<file path="src/design/lidar_point_frustum_clip_unit_macros.svh">
// ----------------------------------------------------------------------------
// Assertion macros for the lidar point frustum clip unit
// Shared implication forms, clocked on the rising edge, off during reset.
// ----------------------------------------------------------------------------
`ifndef LIDAR_POINT_FRUSTUM_CLIP_UNIT_MACROS_SVH
`define LIDAR_POINT_FRUSTUM_CLIP_UNIT_MACROS_SVH

// Same-cycle implication
`define LPFC_ASSERT_NOW(label, clk, rst_n, ante, cons, msg) \
  label: assert property (@(posedge clk) disable iff (!rst_n) (ante) |-> (cons)) \
    else $error(msg);

// Next-cycle implication
`define LPFC_ASSERT_NEXT(label, clk, rst_n, ante, cons, msg) \
  label: assert property (@(posedge clk) disable iff (!rst_n) (ante) |=> (cons)) \
    else $error(msg);

`endif

</file>
<file path="src/design/lpfc_pkg.sv">
// ----------------------------------------------------------------------------
// lpfc_pkg
// Types, widths and register codes shared by the frustum clip unit.
// ----------------------------------------------------------------------------
`timescale 1ns / 1ps

package lpfc_pkg;

  // Field and datapath widths
  localparam int unsigned COEF_W    = 32;
  localparam int unsigned PT_W      = 32;
  localparam int unsigned IDX_W     = 17;
  localparam int unsigned PROD_W    = 64;
  localparam int unsigned ACC_W     = 50;
  localparam int unsigned BND_W     = 32;
  localparam int unsigned PW_LO_W   = 25;
  localparam int unsigned PW_HI_W   = ACC_W - PW_LO_W;
  localparam int unsigned Q_SHIFT   = 16;
  localparam int unsigned PIX_SHIFT = 17;
  localparam int unsigned ROWS      = 3;
  localparam int unsigned COEFS     = 4;
  localparam int unsigned CFG_W     = 64;
  localparam int unsigned CFG_IDX_W = 3;

  // Default parameter values
  localparam int unsigned IMAGE_WIDTH_PX_DEF   = 1242;
  localparam int unsigned IMAGE_HEIGHT_PX_DEF  = 375;
  localparam int unsigned MAX_CLOUD_POINTS_DEF = 131072;

  // Reset of the forward distance threshold (5.0 m)
  localparam logic signed [PT_W-1:0] FWD_RESET = 32'sd327680;

  // Register indexes
  localparam logic [CFG_IDX_W-1:0] REG_M0AB = 3'd0;
  localparam logic [CFG_IDX_W-1:0] REG_M0CD = 3'd1;
  localparam logic [CFG_IDX_W-1:0] REG_M1AB = 3'd2;
  localparam logic [CFG_IDX_W-1:0] REG_M1CD = 3'd3;
  localparam logic [CFG_IDX_W-1:0] REG_M2AB = 3'd4;
  localparam logic [CFG_IDX_W-1:0] REG_M2CD = 3'd5;
  localparam logic [CFG_IDX_W-1:0] REG_BOX  = 3'd6;
  localparam logic [CFG_IDX_W-1:0] REG_FWD  = 3'd7;

  typedef logic [COEF_W-1:0] coef_t;
  typedef coef_t [ROWS-1:0][COEFS-1:0] matrix_t;

  // Input transaction
  typedef struct packed {
    logic signed [PT_W-1:0] point_x;
    logic signed [PT_W-1:0] point_y;
    logic signed [PT_W-1:0] point_z;
    logic                   first_of_cloud;
  } lpfc_in_t;

  // Output transaction
  typedef struct packed {
    logic             keep;
    logic [IDX_W-1:0] point_index;
    logic             behind_camera;
  } lpfc_out_t;

  // Box bounds in units of 2^-17 pixel
  typedef struct packed {
    logic signed [BND_W-1:0] lu;
    logic signed [BND_W-1:0] ru;
    logic signed [BND_W-1:0] lv;
    logic signed [BND_W-1:0] rv;
  } bounds_t;

  // Projected point between the projection and box test stages
  typedef struct packed {
    logic signed [ACC_W-1:0] pu;
    logic signed [ACC_W-1:0] pv;
    logic signed [ACC_W-1:0] pw;
    logic                    far;
    logic [IDX_W-1:0]        point_index;
  } proj_t;

endpackage

</file>
<file path="src/design/lpfc_cfg_regs.sv">
// ----------------------------------------------------------------------------
// lpfc_cfg_regs
// Configuration registers and the derived pixel bounds of the detection box.
// ----------------------------------------------------------------------------
`timescale 1ns / 1ps

module lpfc_cfg_regs #(
  parameter int unsigned IMAGE_WIDTH_PX  = lpfc_pkg::IMAGE_WIDTH_PX_DEF,
  parameter int unsigned IMAGE_HEIGHT_PX = lpfc_pkg::IMAGE_HEIGHT_PX_DEF
) (
  input  logic                                clk_i,
  input  logic                                rst_ni,
  input  logic                                cfg_we_i,
  input  logic [lpfc_pkg::CFG_IDX_W-1:0]      cfg_index_i,
  input  logic [lpfc_pkg::CFG_W-1:0]          cfg_wdata_i,
  output lpfc_pkg::matrix_t                   matrix_o,
  output logic signed [lpfc_pkg::PT_W-1:0]    min_fwd_o,
  output lpfc_pkg::bounds_t                   bounds_o
);

  localparam int unsigned HALF_W = lpfc_pkg::CFG_W / 2;
  localparam int unsigned EDGE_W = 19;
  localparam int unsigned PX_W   = 15;
  localparam logic signed [PX_W-1:0] PX_U = PX_W'(IMAGE_WIDTH_PX);
  localparam logic signed [PX_W-1:0] PX_V = PX_W'(IMAGE_HEIGHT_PX);

  logic [lpfc_pkg::CFG_W-1:0]       mat_q [2*lpfc_pkg::ROWS];
  logic [lpfc_pkg::CFG_W-1:0]       box_q;
  logic signed [lpfc_pkg::PT_W-1:0] fwd_q;
  lpfc_pkg::bounds_t                bounds_q, bounds_d;

  logic signed [EDGE_W-1:0] lo_u, hi_u, lo_v, hi_v;
  logic signed [EDGE_W+PX_W-1:0] lu_full, ru_full, lv_full, rv_full;

  // Take register writes
  always_ff @(posedge clk_i or negedge rst_ni) begin
    if (!rst_ni) begin
      for (int i = 0; i < 2*lpfc_pkg::ROWS; i++) begin
        mat_q[i] <= '0;
      end
      box_q <= '0;
      fwd_q <= lpfc_pkg::FWD_RESET;
    end else if (cfg_we_i) begin
      priority if (cfg_index_i == lpfc_pkg::REG_BOX) begin
        box_q <= cfg_wdata_i;
      end else if (cfg_index_i == lpfc_pkg::REG_FWD) begin
        fwd_q <= $signed(cfg_wdata_i[lpfc_pkg::PT_W-1:0]);
      end else begin
        mat_q[cfg_index_i] <= cfg_wdata_i;
      end
    end
  end

  // Unpack coefficients: even coefficient in the low word
  always_comb begin
    for (int r = 0; r < lpfc_pkg::ROWS; r++) begin
      for (int k = 0; k < lpfc_pkg::COEFS; k++) begin
        matrix_o[r][k] = mat_q[r*2 + k/2][(k%2)*HALF_W +: HALF_W];
      end
    end
  end

  // Box edges doubled: 2*centre -/+ size
  always_comb begin
    lo_u = $signed({2'b00, box_q[15:0], 1'b0}) - $signed({3'b000, box_q[47:32]});
    hi_u = $signed({2'b00, box_q[15:0], 1'b0}) + $signed({3'b000, box_q[47:32]});
    lo_v = $signed({2'b00, box_q[31:16], 1'b0}) - $signed({3'b000, box_q[63:48]});
    hi_v = $signed({2'b00, box_q[31:16], 1'b0}) + $signed({3'b000, box_q[63:48]});
    lu_full = lo_u * PX_U;
    ru_full = hi_u * PX_U;
    lv_full = lo_v * PX_V;
    rv_full = hi_v * PX_V;
    bounds_d.lu = lu_full[lpfc_pkg::BND_W-1:0];
    bounds_d.ru = ru_full[lpfc_pkg::BND_W-1:0];
    bounds_d.lv = lv_full[lpfc_pkg::BND_W-1:0];
    bounds_d.rv = rv_full[lpfc_pkg::BND_W-1:0];
  end

  // Register scaled bounds
  always_ff @(posedge clk_i or negedge rst_ni) begin
    if (!rst_ni) begin
      bounds_q <= '0;
    end else begin
      bounds_q <= bounds_d;
    end
  end

  assign min_fwd_o = fwd_q;
  assign bounds_o  = bounds_q;

endmodule

</file>
<file path="config.mk">
export PLATFORM = sky130hd
export DESIGN_NAME = lpfc_cfg_regs
export DESIGN_NICKNAME = d
export VERILOG_FILES = /design/src/design/lidar_point_frustum_clip_unit_macros.svh /design/src/design/lpfc_pkg.sv /design/src/design/lpfc_cfg_regs.sv
export SDC_FILE = /design/constraint.sdc
export NUM_CORES = 2
export LEC_CHECK = 0
export BUFFER_PORTS_ARGS = -buffer_cell sky130_fd_sc_hd__buf_4
export CORE_MARGIN = 2
export CORE_UTILIZATION = 57
export DETAILED_ROUTE_END_ITERATION = 8
export HOLD_SLACK_MARGIN = 0.02
export PLACE_DENSITY = 0.9
export SYNTH_ARGS = -nofsm -noshare
export SYNTH_HDL_FRONTEND = slang
export SYNTH_SLANG_ARGS = --single-unit
</file>
<file path="constraint.sdc">
create_clock -name clk_i -period 15.1 [get_ports clk_i]
set_input_delay 4.53 -clock clk_i [delete_from_list [all_inputs] [get_ports clk_i]]
set_output_delay 4.53 -clock clk_i [all_outputs]
set_load 0.01 [all_outputs]
</file>
Yosys cells after proc, flatten, opt, wreduce, memory -nomap -nowiden
Index checks and enable logic that the tools add are counted.
{ "word_totals": {"register_bits": 597, "out_inout_bits": 544, "wordCells": 34} }
{ "classes": {"addsub": 4, "multipliers": 4, "order_cmp": 2, "eq_ne": 2, "mux": 3, "bitwise_logic": 3, "reduce_logical": 4} }
{ "op_table": {"columns": ["op", "n"], "rows": [
  ["384-bit bitwise mux", 1],
  ["64-bit demux with 3-bit select", 1],
  ["64-bit two-way mux", 1],
  ["18-bit by 10-bit multiplier with 28-bit output (second input constant)", 2],
  ["17-bit by 16-bit adder with 18-bit output", 2],
  ["17-bit by 16-bit subtractor with 18-bit output", 2],
  ["18-bit by 11-bit multiplier with 29-bit output (second input constant)", 1],
  ["18-bit by 9-bit multiplier with 27-bit output (second input constant)", 1],
  ["3-bit equality test (second input constant)", 2],
  ["3-bit AND reduction", 2],
  ["4-bit greater-or-equal comparator (second input constant)", 1],
  ["4-bit by 1-bit less-than comparator with 1-bit output (second input constant)", 1],
  ["3-bit inverter with 4-bit output", 1],
  ["1-bit inverter", 2],
  ["2-bit AND reduction", 1],
  ["1-bit logical AND", 1]
]} }

Longest topological paths before layout
{ "depth": {"depth_word": 6, "mapped_depth": 28, "depth_no_buf": 27} }

Least setup slack after synthesis
Ideal clock, no wire load.
{ "synth_timing": {"path_type": "register to register", "startpoint": "reg box_q[48] (netlist bit)", "endpoint": "reg bounds_o[59] (netlist name)", "setup_time_ps": 131, "arrival_time_ps": 6433, "required_time_ps": 14969, "setup_slack_ps": 8536, "path_stages_with_launch": 24, "path_buffers": 0, "period_less_slack_ps": 6564, "cell_sequence": "dfrtp_1 fa_1 nor2b_1 o31a_1 o211ai_2 a31oi_4 a2111oi_2 nor3_1 xnor2_1 ha_1 fa_1 fa_1 fa_1 inv_1 fa_1 inv_1 ha_1 nand2_1 o21ai_0 nor2_1 o31a_1 o41ai_4 nand3b_1 nand4_1"} }
{ "synth_between": {"elab_chain_cells": 2} }
{ "synth_lines": {"columns": ["item", "line", "text"], "rows": [
  ["start: declaration", "lpfc_cfg_regs.sv:28", "logic [lpfc_pkg::CFG_W-1:0] box_q;"],
  ["start signal: assignment", "lpfc_cfg_regs.sv:45", "box_q <= cfg_wdata_i;"],
  ["17-bit by 16-bit subtractor with 18-bit output", "lpfc_cfg_regs.sv:67", "lo_v = $signed({2'b00, box_q[31:16], 1'b0}) - $signed({3'b000, box_q[63:48]});"],
  ["18-bit by 10-bit multiplier with 28-bit output", "lpfc_cfg_regs.sv:71", "lv_full = lo_v * PX_V;"],
  ["net lv_full[27]", "lpfc_cfg_regs.sv:33", "logic signed [EDGE_W+PX_W-1:0] lu_full, ru_full, lv_full, rv_full;"]
]} }
The timed path passes the listed nets, and every way through them passes these cells.
A chain may end at the register's enable or synchronous reset.

Worst setup path in the final report
{ "layout_timing": {"startpoint": "reg box_q[48] (netlist bit)", "endpoint": "reg bounds_q, in the netlist bounds_o[57]"} }
{ "layout_between": {"elab_chain_cells": 2} }
{ "layout_lines": {"columns": ["item", "line", "text"], "rows": [
  ["17-bit by 16-bit subtractor with 18-bit output", "lpfc_cfg_regs.sv:67", null],
  ["18-bit by 10-bit multiplier with 28-bit output", "lpfc_cfg_regs.sv:71", null],
  ["net lv_full[25]", "lpfc_cfg_regs.sv:33", null],
  ["end signal: assignment", "lpfc_cfg_regs.sv:84", "bounds_q <= bounds_d;"],
  ["end: declaration", "lpfc_cfg_regs.sv:30", "lpfc_pkg::bounds_t bounds_q, bounds_d;"]
]} }
The timed path passes the listed nets, and every way through them passes these cells.

==> metrics.cfg <==
[clock_network]
postCtsSetupBuffers=0
clock_latency_ns=0.64
htreeDepth=3
numClockSinks=590
cts.clk_slew.worst_paths_ns=0.08
clk_path_buf_depth=3
cts_buffers=66
cts_resized=0
ctsRootBufferMaster=clkbuf_16
cts_hold_buffers=0
cts_tree=yes

[logic_synthesis]
ys_warn_count=0
synth.ff_latch_count=590
synth_compound_area_share_pct=7.32
synth_common_cells=dfrtp_1, inv_1, mux2_2
yosys.area_share.simple_pct=3.68
synth.most_common_cell=dfrtp_1
async_flop_share_pct=100
synth.avg_cell_area_um2=12.0
synth_xor_area_share_pct=3.57
ys_types=92
synth_top_family_by_area=adder cells
syn_area_mm2=0.0389
ys.flop_type=dfrtp_1
synth.area.top_cells=dfrtp_1, fa_1, mux2_2
synthMuxAreaShare_pct=13.9
synth_edf_count=0
synth_largest_area_cell=dfrtp_1
synth_top_area_share_pct=37.8
syn_inst=3243
ys_seq_area_share_pct=37.9
synthAdderAreaFrac_pct=27.2

[run_status]
outcome=finished clean

[routing]
drc=0
first_pass_iters=7
via_per_inst=5.79
post_drt_wl_per_cell_um=23.5
drtIter0Drc=2095
drtAntennaViolNets=0
vias=27600
drt-total-wl_mm=112

[global_route]
grt_pass1_wl_mm=173
grt_util_all_layers_pct=32.1
grt_overflow=0
grt_max_degree=174
antenna_found_initial=4
grt_pass1_vias=29700

[hold_path]
hold_path_class=flop to flop

[worst_setup_path]
critPathBufInv=2
cp_slowest_cell=dfrtp_1
crit_fanout=14
r2r_setup_slack_ns=7.49
crit_path_end_kind=flop
crit_family=adder cells
crit_type=flop to flop
required_ns=15.58
worst_setup_path_start_kind=flop
path_common_cell=fa_1
crit_chain=fa_1 -> nor2b_1 -> o31a_1 -> o211ai_2 -> a31oi_4 -> a2111oi_2 -> nor3_1 -> xnor2_1 -> ha_1 -> fa_1 -> fa_1 -> fa_1 -> inv_1 -> fa_1 -> inv_1 -> ha_1 -> nand2_1 -> o21ai_0 -> a21oi_1 -> nand3b_1 -> o41ai_4 -> nand4b_1 -> o311ai_0
critical-path-max-stage-delay_ns=0.67
cp.arrival_ns=8.09

[placement]
globalplace.congestion=0.903
dp_cells=4649
hpwlAfterDp_mm=81.7
portBuffers=603

[sta]
setup-tns-final_ns=0
setup_viol=0
worst_pin_slew_ns=1.18
fin_worst_skew_ns=0.0326
hold_viol_final=0
fmax_ghz=0.131
slew_violations=0
period_needed_ns=7.61
rsz0062_at_grt=no
relSlewSlack_pct=20.4
fin_crit_sh_pct=50.4

[die]
initial_core_util_pct=57.8
row_count=95
io_pins=614
core-area_mm2=0.0674
die_height_um=265
dieArea_mm2=0.0704
fp.dieW_um=265

[flow_run]
drv_cap=0

[cells_and_area]
drive_above_1_share_pct=32.1
fin_nets=4588
instances_no_fill=4767
areaGrowthSynthToFinish_pct=19.9
n_antenna_cell=0

==> cell families (layout without fill, tap and decap cells) <==
kind of cell | Yosys count | after routing
flip-flops | 590 | 590
multiplexers | 482 | 482
other | 1 | 11
AO/OA/AOI/OAI | 415 | 415
adder cells (fa/ha/maj) | 674 | 674
AND/OR/NAND/NOR | 294 | 294
buffers and inverters | 633 | 1274
XOR/XNOR | 154 | 154
==> registers in the layout, summed over array words and instances (netlist names) <==
register and flops:
min_fwd_o 32, box_q 64, matrix_o 384, bounds_o 110
==> final cells by class <==
| class | count | area (um^2) |
|---|---|---|
| multi-input combinational | 2030 | 21800 |
| fill | 4370 | 20700 |
| sequential | 590 | 14800 |
| timing repair buffer | 621 | 4690 |
| inverter | 535 | 2010 |
| clock buffer | 84 | 1840 |
| tap | 873 | 1090 |
| clock inverter | 34 | 531 |
==> per-stage QoR <==
stage	util, %	setup slack (ns)	hold WS [ns]	instance area (um^2)
finish	69.3	7.49	0.508	46700
global placement	65.8	8.03	0.488	44300
detailed placement	65.8	7.75	0.494	44300
global route	69.3	7.15	0.517	46700
floorplan	-	8.54	0.506	39000
CTS	69.3	7.63	0.510	46700
==> final timing paths <==
check / from / endpoint / cells past startpoint
min in group asynchronous: rst_ni / matrix_o[362] / 1
max in group asynchronous: rst_ni / matrix_o[251] / 3
hold / removal: matrix_o[110] / matrix_o[110] / 1
setup / recovery: box_q[48] / bounds_o[57] / 23
hold reg to reg: matrix_o[110] / matrix_o[110] / 1
setup reg to reg: box_q[48] / bounds_o[57] / 23
==> worst reg2reg max path: cells and delay by family (launching register included) <==
family | cells | cell delay (ns)
xor+xnor | 1 | 0.62
buf+inv | 2 | 0.11
flops | 1 | 0.67
simple gates | 5 | 0.78
compound gates | 8 | 2.13
fa+ha+maj | 7 | 3.14
==> cell usage in the layout, fill, tap and decap left out, drive strengths merged, types with 9 or more instances in the layout <==
cell type  count
o21bai        28
nand4         14
a21oi        120
nand2b        16
a31oi         12
nor2         101
buf          621
nor2b         13
nand3         14
o31ai         11
nand2         63
bufinv         9
nor3          29
xnor2        106
fa           287
mux2         480
a2111oi       10
o21a          22
clkbuf        84
a211oi        12
o21ai         80
o211ai        12
xor2          48
clkinv        19
ha           387
inv          538
dfrtp        588
a21o          48
conb          11
==> layer usage <==
metal	up-vias	GRT usage [%]	share of wire, %
met3	354	7.92	9.0
met5	-	0	0
met2	1269	51.3	47
met1	14000	41.0	39
met4	0	16.0	5.4
li1	12000	-	-
Power is left out: the tool's default activity adds up to more than one toggle a clock period on the data nets, which glitch-free logic cannot reach.
